## src/sv/rcfu_pkg.sv

```systemverilog
// ----------------------------------------------------------------------------
// rcfu_pkg
// Shared types and constants for the rc link channel frame unpacker.
// ----------------------------------------------------------------------------
package rcfu_pkg;

  localparam int unsigned MaxFrame     = 64;
  localparam int unsigned AddrW        = $clog2(MaxFrame);
  localparam int unsigned PosW         = 7;
  localparam int unsigned ChanBits     = 11;
  localparam int unsigned ChanCount    = 16;
  localparam int unsigned PayloadStart = 3;
  localparam int unsigned MinChanFrame = 25;
  localparam int unsigned BufW         = ChanBits - 1 + 8;
  localparam int unsigned CntW         = $clog2(BufW + 1);
  localparam int unsigned PaddrW       = 4;

  localparam logic [7:0] SyncReset     = 8'hC8;
  localparam logic [7:0] ChanTypeReset = 8'h16;
  localparam logic [6:0] MaxLenReset   = 7'd64;

  typedef enum logic [1:0] {
    REG_SYNC     = 2'd0,
    REG_CHAN_TYP = 2'd1,
    REG_MAX_LEN  = 2'd2
  } reg_idx_t;

  typedef struct packed {
    logic [7:0] sync_value;
    logic [7:0] channel_frame_type;
    logic [6:0] max_frame_length;
  } cfg_t;

  typedef enum logic {
    ST_IDLE = 1'b0,
    ST_EMIT = 1'b1
  } state_t;

endpackage

```

## src/sv/rcfu_cfg_regs.sv

```systemverilog
// ----------------------------------------------------------------------------
// rcfu_cfg_regs
// Configuration register file behind a simple APB-style slave port.
// ----------------------------------------------------------------------------
module rcfu_cfg_regs (
  input  logic                        clk,
  input  logic                        rst_n,
  input  logic                        psel,
  input  logic                        penable,
  input  logic                        pwrite,
  input  logic [rcfu_pkg::PaddrW-1:0] paddr,
  input  logic [31:0]                 pwdata,
  output logic [31:0]                 prdata,
  output logic                        pready,
  output rcfu_pkg::cfg_t              cfg
);

  rcfu_pkg::cfg_t cfg_r;
  rcfu_pkg::cfg_t cfg_nxt;
  logic           wr_en;
  logic [1:0]     reg_sel;

  assign pready  = 1'b1;
  assign wr_en   = psel && penable && pwrite;
  assign reg_sel = paddr[3:2];
  assign cfg     = cfg_r;

  always_comb begin
    cfg_nxt = cfg_r;
    prdata  = 32'd0;
    unique case (reg_sel)
      rcfu_pkg::REG_SYNC: begin
        prdata = {24'd0, cfg_r.sync_value};
        if (wr_en) cfg_nxt.sync_value = pwdata[7:0];
      end
      rcfu_pkg::REG_CHAN_TYP: begin
        prdata = {24'd0, cfg_r.channel_frame_type};
        if (wr_en) cfg_nxt.channel_frame_type = pwdata[7:0];
      end
      rcfu_pkg::REG_MAX_LEN: begin
        prdata = {25'd0, cfg_r.max_frame_length};
        if (wr_en) cfg_nxt.max_frame_length = pwdata[6:0];
      end
      default: begin
        prdata = 32'd0;
      end
    endcase
  end

  always_ff @(posedge clk) begin
    if (!rst_n) begin
      cfg_r.sync_value         <= rcfu_pkg::SyncReset;
      cfg_r.channel_frame_type <= rcfu_pkg::ChanTypeReset;
      cfg_r.max_frame_length   <= rcfu_pkg::MaxLenReset;
    end else begin
      cfg_r <= cfg_nxt;
    end
  end

endmodule

```

## src/sv/rc_link_frame_channel_unpacker_unit.sv

```systemverilog
// ----------------------------------------------------------------------------
// rc_link_frame_channel_unpacker_unit
// Frame parser for a serial remote-control link: unpacks 16 channel values.
// ----------------------------------------------------------------------------
// Usage:
//   in_* carries one received byte per transfer. The parser hunts for the
//   sync byte, takes the length byte, and writes frame bytes into a 64-entry
//   frame memory. In the byte-collecting phase in_stall stays low and
//   every input transfer is taken.
//   When a complete channels frame (type match, at least 25 bytes) ends, the
//   unpacker streams payload bytes 3..24 out of the frame memory, one read
//   per byte through a registered read port, via an 18-bit bit buffer, and
//   presents 16 channel transfers on out_*. Each of the 22 byte reads is
//   followed by a step that appends the byte to the buffer; a channel is
//   sent once 11 bits are buffered and the output register is free. in_stall
//   is high until the sixteenth channel is registered.
//   out_* sits behind an output register: while out_stall is high the
//   result holds and no further channel is sent; once the sixteenth channel
//   is in the register, input transfers are taken again even if it still waits.
//   Reset (rst_n low, synchronous) returns to sync hunting, drops any
//   pending result and loads the register reset values; frame memory
//   contents are left as they are.
//   Registers at byte addresses 0, 4, 8: sync value, channel frame type,
//   maximum frame length.
// ----------------------------------------------------------------------------
module rc_link_frame_channel_unpacker_unit (
  input  logic                        clk,
  input  logic                        rst_n,
  input  logic                        in_valid,
  output logic                        in_stall,
  input  logic [7:0]                  in_rx_byte,
  output logic                        out_valid,
  input  logic                        out_stall,
  output logic [3:0]                  out_channel_index,
  output logic [10:0]                 out_channel_value,
  output logic                        out_last_channel,
  input  logic                        psel,
  input  logic                        penable,
  input  logic                        pwrite,
  input  logic [rcfu_pkg::PaddrW-1:0] paddr,
  input  logic [31:0]                 pwdata,
  output logic [31:0]                 prdata,
  output logic                        pready
);

  localparam int unsigned AW = rcfu_pkg::AddrW;
  localparam int unsigned PW = rcfu_pkg::PosW;
  localparam int unsigned BW = rcfu_pkg::BufW;
  localparam int unsigned CW = rcfu_pkg::CntW;

  rcfu_pkg::cfg_t   cfg;
  rcfu_pkg::state_t state_r, state_nxt;

  logic [PW-1:0] pos_r, pos_nxt;
  logic [PW-1:0] total_r, total_nxt;
  logic [7:0]    type_r, type_nxt;

  logic [7:0]    frame_mem [rcfu_pkg::MaxFrame];
  logic          mem_we;
  logic [AW-1:0] mem_wa;
  logic          mem_re;
  logic [7:0]    mem_rdata_r;

  logic [AW-1:0] rd_addr_r, rd_addr_nxt;
  logic          pend_r, pend_nxt;
  logic [BW-1:0] buf_r, buf_nxt;
  logic [CW-1:0] cnt_r, cnt_nxt;
  logic [3:0]    ch_r, ch_nxt;

  logic          out_valid_r, out_valid_nxt;
  logic [3:0]    out_idx_r, out_idx_nxt;
  logic [10:0]   out_val_r, out_val_nxt;
  logic          out_last_r, out_last_nxt;

  logic          in_acc;
  logic          slot_free;
  logic [PW-1:0] eff_max;
  logic [8:0]    len_total;
  logic          len_bad;
  logic [PW-1:0] pos_inc;

  rcfu_cfg_regs u_cfg_regs (
    .clk     (clk),
    .rst_n   (rst_n),
    .psel    (psel),
    .penable (penable),
    .pwrite  (pwrite),
    .paddr   (paddr),
    .pwdata  (pwdata),
    .prdata  (prdata),
    .pready  (pready),
    .cfg     (cfg)
  );

  assign in_stall  = (state_r != rcfu_pkg::ST_IDLE);
  assign in_acc    = in_valid && !in_stall;
  assign slot_free = !out_valid_r || !out_stall;

  assign out_valid         = out_valid_r;
  assign out_channel_index = out_idx_r;
  assign out_channel_value = out_val_r;
  assign out_last_channel  = out_last_r;

  assign eff_max   = (cfg.max_frame_length > PW'(rcfu_pkg::MaxFrame)) ?
                     PW'(rcfu_pkg::MaxFrame) : cfg.max_frame_length;
  assign len_total = {1'b0, in_rx_byte} + 9'd2;
  assign len_bad   = (in_rx_byte == 8'd0) || (in_rx_byte >= 8'd254) ||
                     (len_total > {2'b00, eff_max});
  assign pos_inc   = pos_r + PW'(1);

  always_comb begin
    state_nxt     = state_r;
    pos_nxt       = pos_r;
    total_nxt     = total_r;
    type_nxt      = type_r;
    mem_we        = 1'b0;
    mem_wa        = pos_r[AW-1:0];
    mem_re        = 1'b0;
    rd_addr_nxt   = rd_addr_r;
    pend_nxt      = pend_r;
    buf_nxt       = buf_r;
    cnt_nxt       = cnt_r;
    ch_nxt        = ch_r;
    out_valid_nxt = out_valid_r && out_stall;
    out_idx_nxt   = out_idx_r;
    out_val_nxt   = out_val_r;
    out_last_nxt  = out_last_r;

    unique case (state_r)
      rcfu_pkg::ST_IDLE: begin
        if (in_acc) begin
          if (pos_r == PW'(0)) begin
            if (in_rx_byte == cfg.sync_value) begin
              mem_we  = 1'b1;
              pos_nxt = PW'(1);
            end
          end else if (pos_r == PW'(1)) begin
            mem_we = 1'b1;
            if (len_bad) begin
              pos_nxt   = PW'(0);
              total_nxt = PW'(0);
            end else begin
              total_nxt = len_total[PW-1:0];
              pos_nxt   = PW'(2);
            end
          end else if (pos_r >= PW'(rcfu_pkg::MaxFrame) || pos_r >= total_r) begin
            pos_nxt = PW'(0);
          end else begin
            mem_we  = 1'b1;
            pos_nxt = pos_inc;
            if (pos_r == PW'(2)) type_nxt = in_rx_byte;
            if (pos_inc == total_r) begin
              pos_nxt = PW'(0);
              // type byte may be arriving right now for a 3-byte frame
              if (total_r >= PW'(rcfu_pkg::MinChanFrame) &&
                  type_r == cfg.channel_frame_type) begin
                state_nxt   = rcfu_pkg::ST_EMIT;
                rd_addr_nxt = AW'(rcfu_pkg::PayloadStart);
                pend_nxt    = 1'b0;
                buf_nxt     = '0;
                cnt_nxt     = '0;
                ch_nxt      = '0;
              end
            end
          end
        end
      end
      rcfu_pkg::ST_EMIT: begin
        if (pend_r) begin
          // read data lands: append above the bits already buffered
          buf_nxt  = buf_r | (BW'(mem_rdata_r) << cnt_r);
          cnt_nxt  = cnt_r + CW'(8);
          pend_nxt = 1'b0;
        end else if (cnt_r >= CW'(rcfu_pkg::ChanBits)) begin
          if (slot_free) begin
            out_valid_nxt = 1'b1;
            out_idx_nxt   = ch_r;
            out_val_nxt   = buf_r[10:0];
            out_last_nxt  = (ch_r == 4'(rcfu_pkg::ChanCount - 1));
            buf_nxt       = buf_r >> rcfu_pkg::ChanBits;
            cnt_nxt       = cnt_r - CW'(rcfu_pkg::ChanBits);
            ch_nxt        = ch_r + 4'd1;
            if (ch_r == 4'(rcfu_pkg::ChanCount - 1)) state_nxt = rcfu_pkg::ST_IDLE;
          end
        end else begin
          mem_re      = 1'b1;
          pend_nxt    = 1'b1;
          rd_addr_nxt = rd_addr_r + AW'(1);
        end
      end
      default: begin
        state_nxt = rcfu_pkg::ST_IDLE;
      end
    endcase
  end

  // frame memory: one write port for incoming bytes, one registered read port
  always_ff @(posedge clk) begin
    if (mem_we) frame_mem[mem_wa] <= in_rx_byte;
    if (mem_re) mem_rdata_r <= frame_mem[rd_addr_r];
  end

  always_ff @(posedge clk) begin
    if (!rst_n) begin
      state_r     <= rcfu_pkg::ST_IDLE;
      pos_r       <= '0;
      total_r     <= '0;
      pend_r      <= 1'b0;
      out_valid_r <= 1'b0;
    end else begin
      state_r     <= state_nxt;
      pos_r       <= pos_nxt;
      total_r     <= total_nxt;
      pend_r      <= pend_nxt;
      out_valid_r <= out_valid_nxt;
    end
  end

  always_ff @(posedge clk) begin
    type_r     <= type_nxt;
    rd_addr_r  <= rd_addr_nxt;
    buf_r      <= buf_nxt;
    cnt_r      <= cnt_nxt;
    ch_r       <= ch_nxt;
    out_idx_r  <= out_idx_nxt;
    out_val_r  <= out_val_nxt;
    out_last_r <= out_last_nxt;
  end

endmodule
```

## config.mk

```make
export PLATFORM = sky130hd
export DESIGN_NAME = rc_link_frame_channel_unpacker_unit
export DESIGN_NICKNAME = d
export VERILOG_FILES = /design/src/sv/rcfu_pkg.sv /design/src/sv/rcfu_cfg_regs.sv /design/src/sv/rc_link_frame_channel_unpacker_unit.sv
export SDC_FILE = /design/constraint.sdc
export NUM_CORES = 1
export LEC_CHECK = 0
export BUFFER_PORTS_ARGS = -buffer_cell sky130_fd_sc_hd__buf_2
export CORE_UTILIZATION = 50
export DETAILED_ROUTE_END_ITERATION = 10
export GPL_ROUTABILITY_DRIVEN = 0
export PLACE_DENSITY = 0.67
export SYNTH_ARGS = -nofsm -noshare
export SYNTH_HDL_FRONTEND = slang
export SYNTH_SLANG_ARGS = --single-unit
```

## constraint.sdc

```tcl
create_clock -name clk -period 8.7 [get_ports clk]
set_clock_uncertainty 0.2 [all_clocks]
set_input_delay 0 -clock clk [delete_from_list [all_inputs] [get_ports clk]]
set_output_delay 0 -clock clk [all_outputs]
set_load 0.01 [all_outputs]
```

# Word level (Yosys, flattened, before mapping)
# Memory sizes are Yosys's and may differ from the RTL's. A register that Yosys moved wholly into a read port is not among the register bits.
# Index checks and enable logic that the tools add are counted.
[op_classes] n_reduce_logical=26 magnitude_cmp=7 addsub=6 n_eq_ne=21 mux=81 n_bitwise=6 shift=1
[ops] operator="2-to-1 mux 18 bit" n=9
[ops] operator="2-to-1 mux 7 bit" n=7
[ops] operator="2-to-1 mux 6 bit" n=8
[ops] operator="2-to-1 mux 5 bit" n=9
[ops] operator="2-to-1 mux 4 bit" n=9
[ops] operator="case mux 18 bit (2 select lines)" n=1
[ops] operator="2-to-1 mux 1 bit" n=31
[ops] operator="case mux 8 bit (3 select lines)" n=1
[ops] operator="bitwise OR 18 bit" n=1
[ops] operator="left shift 8 x 5 -> 18 bit" n=1
[ops] operator="== test 8 bit" n=2
[ops] operator="!= test 2 bit, second input constant" n=8
[ops] operator="AND reduction 8 bit" n=2
[ops] operator="case mux 6 bit (2 select lines)" n=1
[ops] operator="AND reduction 6 bit" n=2
[ops] operator="case mux 5 bit (2 select lines)" n=1
[ops] operator="adder 8 x 2 -> 9 bit, second input constant" n=1
[ops] operator="greater-than comparator 9 x 7 -> 1 bit" n=1
[ops] operator="AND reduction 9 bit" n=1
[ops] operator="greater-or-equal comparator 8 bit, second input constant" n=1
[ops] operator="zero test 8 bit" n=1
[ops] operator="case mux 4 bit (2 select lines)" n=1
[ops] operator="AND reduction 4 bit" n=2
[ops] operator="adder 7 x 1 -> 7 bit, second input constant" n=1
[ops] operator="27 further kinds" n=46
[word_totals] regBits=97 out_inout_bits=51 n_memories=1 ramBits=512
[memory_table] name="frame_mem" words=64 width=8 read_ports=1 rd_clocked_by_memory_dff=1 write_ports=1 line_no="rc_link_frame_channel_unpacker_unit.sv:58" text="logic [7:0] frame_mem [rcfu_pkg::MaxFrame];"

# Depth between registers and ports, before layout
# Gate-level depths: netlist of run 1.
[logic_depth] word_depth=9 ltp_mapped=11 mapped_depth_nobuf=10

# Cells and area by module
# From an unflattened synthesis of run 1, not the netlist that was laid out.
[unflattened] cells_unflattened=1401 hier_area_um2=25749.7
[by_module_without_submodules] mod="rc_link_frame_channel_unpacker_unit" area_each_um2=24430.9 cells_per_inst=1255 instances=1
[by_module_without_submodules] mod="rcfu_cfg_regs" area_each_um2=1318.8 cells_per_inst=146 instances=1

# Worst setup path after synthesis of run 1
# OpenSTA, ideal clock, no wires.
[synth_timing] kind="register to register" start="register pos_r[0]" end="register buf_r[0] (enable)" t_arrival_ns=3.152 setup_ns=0.403 period_less_slack_ns=3.755 n_path_buf=1 setup_slack_ns=4.945 stages_incl_launch_ff=9 required_time_ns=8.097 cell_sequence="dfxtp_1 -> ha_1 -> nand2_1 -> or3_1 -> xnor2_1 -> a2111o_1 -> buf_2 -> o41a_1 -> nor2_1"
[synth_between] elab_chain_len=4 word_cells_on_any_way=12 cone_classes="1 x add/sub; 2 x order compare; 6 x eq/ne; 3 x reduce/logical"
[synth_lines] item="start: declaration" line_no="rc_link_frame_channel_unpacker_unit.sv:54" text="logic [PW-1:0] pos_r, pos_nxt;"
[synth_lines] item="start signal: assignment" line_no="rc_link_frame_channel_unpacker_unit.sv:212" text="pos_r <= pos_nxt;"
[synth_lines] item="adder 7 x 1 -> 7 bit or greater-or-equal comparator 7 bit (tied branches)" line_no="rc_link_frame_channel_unpacker_unit.sv:109, rc_link_frame_channel_unpacker_unit.sv:146"
[synth_lines] item="== test 7 bit or logical OR 1 bit (tied branches)" line_no="rc_link_frame_channel_unpacker_unit.sv:152, rc_link_frame_channel_unpacker_unit.sv:146"
[synth_lines] item="!= test 2 bit (no line)"
[synth_lines] item="AND reduction 8 bit (no line) *"
[synth_lines] item="end signal: assignment" line_no="rc_link_frame_channel_unpacker_unit.sv:222" text="buf_r <= buf_nxt;"
[synth_lines] item="end: declaration" line_no="rc_link_frame_channel_unpacker_unit.sv:66" text="logic [BW-1:0] buf_r, buf_nxt;"
# Mark *: on every way between the ends. The rest lies on a longest branch, timed or not.
# A chain may end at the register's enable or synchronous reset.

# Worst setup path after layout of run 1
[layout_timing] start="register pos_r[2]" end="register cnt_r[4] (enable)"
[layout_between] elab_chain_len=4 word_cells_on_any_way=12 cone_classes="1 x add/sub; 2 x order compare; 6 x eq/ne; 3 x reduce/logical"
[layout_lines] item="adder 7 x 1 -> 7 bit or greater-or-equal comparator 7 bit (tied branches)" line_no="rc_link_frame_channel_unpacker_unit.sv:109, rc_link_frame_channel_unpacker_unit.sv:146"
[layout_lines] item="== test 7 bit or logical OR 1 bit (tied branches)" line_no="rc_link_frame_channel_unpacker_unit.sv:152, rc_link_frame_channel_unpacker_unit.sv:146"
[layout_lines] item="!= test 2 bit (no line)"
[layout_lines] item="AND reduction 8 bit (no line) *"
[layout_lines] item="end signal: assignment" line_no="rc_link_frame_channel_unpacker_unit.sv:223" text="cnt_r <= cnt_nxt;"
[layout_lines] item="end: declaration" line_no="rc_link_frame_channel_unpacker_unit.sv:67" text="logic [CW-1:0] cnt_r, cnt_nxt;"
# Marked as above.

==> results.ini, run 1 <==
[run_status]
status=finished clean

[route]
postRouteWirelength_mm=55.0
drc=0
vias_per_cell=5.92
highest_layer=met4
postRouteAntennaNets=0
dr_total_vias=13300
wl_met3_mm=3.65
m1WireLength_mm=23.0
drt-wirelength-per-cell_um=24.4
drtIter0Drc=1550
drtPass1Iterations=5
wl_met2_mm=27.0

[synthesis]
seq_area_frac_synth_pct=70.9
synth_top_area_share_pct=67.8
yosys-top-cells-area=edfxtp_1, mux4_2, dfxtp_1
avgSynthCellArea_sq_um=17.9
ys_warn_count=0
synth_most_common_cell=edfxtp_1
synth_seq_cells=617
synth_top_cell_by_area=edfxtp_1
synth_commonest_cells=edfxtp_1, mux4_2, nor2_1
synthArstFlopShare_pct=0
synth-edff-count=577
synth-main-ff-cell=edfxtp_1
netlist_area_sq_mm=0.0256
yosys.cell_types.count=67
synthCells=1427

[critical_path]
arrival_ns=4.27
setup.worst_path.class=flop to flop
cp_max_fo=23
worstPathRequired_ns=8.72
start_kind=flop
end_kind=flop

[cells_and_area]
final-seq-area_sq_mm=0.0181
multi_input_area_sq_mm=0.00693
areaGrowthSynthToFinish_pct=12.8
num-fill-cells=3859
fin_util_pct=57.3
layout.nets=1611
drive_gt1_share_pct=21.0
insertedDiodeCount=0

[global_routing]
grt_overflow=0
grt_usage_pct=21.4
grt_pass1_wl_mm=82.7
grt_start_max_net_pins=72
first_global_vias=13000
antenna_found_initial=0

[floorplan]
fp.dieW_um=228
num_rows=82
die-area_sq_mm=0.0520
start_util_pct=50.8
core-area_sq_mm=0.0503
die_h_um=228
ios=102

[timing]
tns_ns=0
whs_ns=0.0937
slew_viol_final=0
rsz0062_at_grt=no
max_slew_margin_pct=20.7
final-hold-violation-count=0
max_clock_freq_mhz=235
setup_viol=0
period_minus_slack_ns=4.25
worstMarginPinSlew_ns=1.18
min_period_over_period_pct=48.8

[clocking]
clkLatencyLatePin_ns=0.62
clk_path_buf_depth=3
cts_hold_buf=50
cts_made_buffers=60
htreeDepth=2
cts_tree=done
postCtsSetupBuffers=0
clkTransAtPathRegs_ns=0.07
cts.repair.resized=0
cts_sinks=617
root_buffer=clkbuf_16

[power]
power.density_mw_per_mm2=205
p_int_w=0.00475
ir_drop_mv=0.151
p_sw_share_pct=19.5
pwr-share-clk_pct=43.3
switchingPower_w=0.00115
p_seq_share_pct=54.9
leakagePower_nw=9.15
p_comb_share_pct=1.8
finalPower_w=0.00590

[place]
place_hpwl_mm=32.7
port_buffers=50

[flow_run]
max-cap-violations=0

[hold_path]
hp-class=input port to flop

## kinds of logic (layout without fill, tap and decap cells)
family	Yosys count	after routing	synth area share, %
AOI/OAI and AO/OA	125	125	3.22
xor gates and xnor gates	36	36	1.23
adders and majority gates	23	23	1.13
buffers and inverters	119	253	2.33
DFF	617	617	70.9
muxes	198	198	15.5
other	2	25	0.0294
and+or+nand+nor	307	307	5.60
## metal layers
| metal | up-vias | GRT usage, % |
|---|---|---|
| li1 | 5867 | - |
| met1 | 6846 | 30.8 |
| met2 | 551 | 34.5 |
| met3 | 83 | 2.57 |
| met4 | 0 | 6.92 |
| met5 | - | 0 |
## sequential cells by signal (all words and copies together), names as in the netlist
name	flops
buf_r	18
ch_r	4
cnt_r	5
frame_mem	512
in_stall	1
mem_rdata_r	8
out_channel_index	4
out_channel_value	11
out_last_channel	1
out_valid	1
pend_r	1
pos_r	7
rd_addr_r	6
total_r	7
type_r	8
u_cfg_regs.cfg	23
## path summary, 6_finish.rpt
kind	from	to	slack, ns	depth (start not counted)
worst min-delay path	out_stall	out_valid	0.09	4
worst max register to register	pos_r[2]	cnt_r[4]	4.45	6
worst max-delay path	pos_r[2]	cnt_r[4]	4.45	6
worst min register to register	buf_r[7]	out_channel_value[7]	0.27	0
## critical path: stages, from the launching register on
cell and delay [ns]:
dfxtp_1 0.65, nand3_2 0.49, xnor2_1 0.33, a32oi_1 0.13
a2111o_1 0.59, o41a_1 0.54, nor2_2 0.91
## layout make-up
type / count / share of cell area (%)
multi-input combinational: 714 / 24.0
clock inverter: 38 / 1.25
timing repair buffer: 123 / 3.20
inverter: 21 / 0.274
tap: 672 / 2.92
sequential: 617 / 62.9
clock buffer: 71 / 5.43
## cell usage in the layout, fill, tap and decap left out, drive strengths merged, types with 11 or more instances in the layout
cell type    Yosys  final
a21oi           41     41
buf             57     73
clkbuf          41     71
clkinv           1     30
conb             2     25
dfxtp           40     40
dlygate4sd3      0     50
edfxtp         577    577
ha              23     23
inv             20     20
mux2            11     11
mux2i           29     29
mux4           158    158
nand2           69     69
nand3           41     41
nor2           119    119
nor2b           17     17
o21ai           26     26
xnor2           19     19
xor2            17     17
## metrics by stage
stage | std cells | setup slack (ns) | instance area [sq um]
global route | 2256 | 4.25 | 28800
floorplan | 1450 | 4.95 | 25600
global placement | 2097 | 4.56 | 26400
CTS | 2256 | 4.50 | 28800
finish | 2256 | 4.45 | 28800
detailed placement | 2097 | 4.52 | 26400
## power by group through the flow
stage | combinational, W | sequential (W) | clock (W)
finish | 0.000108 | 0.00324 | 0.00255
global route | 0.000117 | 0.00324 | 0.00270
CTS | 0.000107 | 0.00324 | 0.00259
detailed placement | 0.0000938 | 0.00330 | 0
global placement | 0.0000893 | 0.00330 | 0
floorplan | 0.0000390 | 0.00330 | 0
Note: power is estimated with default switching activity, not from simulation.
==> run 2, diff against run 1 <==
ABC_AREA = 1   (was default)
PLACE_DENSITY = 0.69   (was 0.67)
clock period = 3.7 ns   (was 8.7 ns; I/O delays follow)
==> run 2 against run 1 <==
Combinational power grew to 2.5 times the previous value; via count is 36% higher; critical path depth is 4 higher; clock-buffer cell count is 12 higher; routed wire length is 19% higher; die area is 2.5% higher; utilization is 0.66 points higher; global-route usage is 3.6 points higher; cell area is 3.6% higher; fmax is 37% higher; largest cell class unchanged; highest routed layer unchanged.
==> results.ini, run 2 <==
[critical_path]
critPathMostFrequentCell=nand2_1
start_kind=flop
critPathSlowestCell=nor2_1
ff2ff_setup_slack_ns=0.60
critical_path.max_stage_delay_ns=0.68
rr_startpoint=pos_r[2]
setup.worst_path.class=flop to flop
worstPathRequired_ns=3.71
cp_max_fo=10
rr_worst_depth=10
arrival_ns=3.11
r2r_end=frame_mem[47][3]
end_kind=flop
crit_chain=ha_1, a21oi_1, nand2_1, nand2_1, nand4_1, nand2_1, nand2_4, inv_4, nand3_4, nor2_1

[synthesis]
synth-edff-count=577
synth_top_area_share_pct=66.1
synthCells=2274
yosys.cell_types.count=44
avgSynthCellArea_sq_um=11.5
netlist_area_sq_mm=0.0262
synth_most_common_cell=edfxtp_1
synth_commonest_cells=edfxtp_1, nor2_1, o21ai_0
synth-main-ff-cell=edfxtp_1
ys_warn_count=0
seq_area_frac_synth_pct=69.2
synthArstFlopShare_pct=0
yosys-top-cells-area=edfxtp_1, nor2_1, o21ai_0
synth_top_cell_by_area=edfxtp_1
synth_seq_cells=617

[route]
postRouteWirelength_mm=65.8
dr_total_vias=18200
vias_per_cell=5.86
drc=0
drtPass1Iterations=6
drtIter0Drc=1886
drt-wirelength-per-cell_um=21.1
postRouteAntennaNets=0

[floorplan]
die_h_um=231
ios=102
die-area_sq_mm=0.0533
fp.dieW_um=231
num_rows=83
core-area_sq_mm=0.0515
start_util_pct=50.9

[cells_and_area]
layout.nets=2457
final_cell_mix=edfxtp_1, nor2_1, o21ai_0
fin_util_pct=58.0
finalInstanceArea_sq_mm=0.0299
areaGrowthSynthToFinish_pct=13.9
final_common_cell=edfxtp_1
insertedDiodeCount=0
largest_reg_flops=512
top_register=frame_mem
drive_gt1_share_pct=10.5

[global_routing]
grt_overflow=0
grt_start_max_net_pins=128
grt_pass1_wl_mm=101
grt_usage_pct=25.1
antenna_found_initial=0
first_global_vias=17700

[place]
place_hpwl_mm=41.0
post_dp_cell_area_sq_mm=0.0273
port_buffers=50

[timing]
worstMarginPinSlew_ns=0.949
max_slew_margin_pct=36.7
min_period_over_period_pct=83.8
setup_viol=0
tns_ns=0
slew_viol_final=0
period_minus_slack_ns=3.10
final-hold-violation-count=0
max_clock_freq_mhz=322
whs_ns=0.0542
rsz0062_at_grt=no

[clocking]
clkTransAtPathRegs_ns=0.06
clk_path_buf_depth=3
htreeDepth=3
cts_hold_buf=40
cts.repair.resized=0
postCtsSetupBuffers=0
root_buffer=clkbuf_16
clkLatencyLatePin_ns=0.59
cts_made_buffers=66
cts_tree=done
cts_sinks=617

[flow_run]
max-cap-violations=0

[power]
power.density_mw_per_mm2=488
finalPower_w=0.0146
ir_drop_mv=0.387
leakagePower_nw=10.4

[hold_path]
min_to=u_cfg_regs.cfg[2]
hp-class=input port to flop
worstHoldStart=pwdata[2]
whs_path_depth=4

[run_status]
status=finished clean

[run 2: changes by cell type after synthesis, sizes merged, moves of 29 or more]
cell / change
inv: +69
o22ai: +75
o211ai: +61
nor2: +332
clkbuf: +29
o21ai: +293
nand3: +57
nand2: +160
mux4: -158
[run 2: layer usage]
metal / vias to the layer above / share of wire, % / GRT usage (%)
met5: - / 0 / 0
met4: 0 / 4.3 / 11.1
met3: 159 / 7.2 / 4.57
met2: 751 / 49 / 41.3
met1: 8916 / 40 / 32.3
li1: 8381 / - / -
[run 2: critical path, delay by kind of cell (launching register included)]
family / cells / cell delay [ns]
simple gates: 7 / 1.40
flops: 1 / 0.53
fa+ha+maj: 1 / 0.33
compound gates: 1 / 0.14
buf+inv: 1 / 0.12
[run 2: cells by family (layout without fill, tap and decap cells)]
kind of cell	count (synthesis)	count (layout)	synth area share (%)
adder cells (fa/ha/maj)	23	23	1.10
multiplexers	1	1	0.0382
AND/OR/NAND/NOR	836	836	13.5
XOR/XNOR	10	10	0.334
other	2	25	0.0287
buffers and inverters	240	372	4.21
AO/OA/AOI/OAI	545	545	11.6
flip-flops	617	617	69.2
[run 2: worst max-delay path by stage]
stage	start	endpoint	slack (ns)	depth (start not counted)
floorplan	pos_r[0]	buf_r[0]	0.27	13
global route	pos_r[1]	frame_mem[47][2]	0.46	11
finish	pos_r[2]	frame_mem[47][3]	0.60	10
detailed placement	pos_r[2]	frame_mem[29][0]	0.63	10
CTS	pos_r[2]	frame_mem[29][2]	0.62	10
global placement	pos_r[2]	frame_mem[11][2]	0.70	10
[run 2: final cells by class]
type	count	area [sq um]
Sequential cell	617	18100
Fill cell	4152	21600
Clock buffer	83	1820
Timing Repair Buffer	163	1260
Inverter	95	372
Multi-Input combinational cell	1440	7070
Tap cell	680	851
Clock inverter	31	362
[run 2: stage by stage]
| stage | std cells | setup WS, ns |
|---|---|---|
| 2_1_floorplan | 2297 | 0.271 |
| 3_3_place_gp | 2955 | 0.701 |
| 5_1_grt | 3109 | 0.461 |
| 4_1_cts | 3109 | 0.625 |
| 3_5_place_dp | 2955 | 0.635 |
| 6_report | 3109 | 0.599 |
[run 2: report_power, final]
| part | total [W] | switching, W | leakage, nW | internal [W] |
|---|---|---|---|---|
| combinational | 0.000275 | 0.000208 | 3.73 | 0.0000677 |
| sequential | 0.00762 | 0.00000525 | 5.60 | 0.00762 |
| clock | 0.00668 | 0.00263 | 1.07 | 0.00404 |
| total | 0.0146 | 0.00285 | 10.4 | 0.0117 |
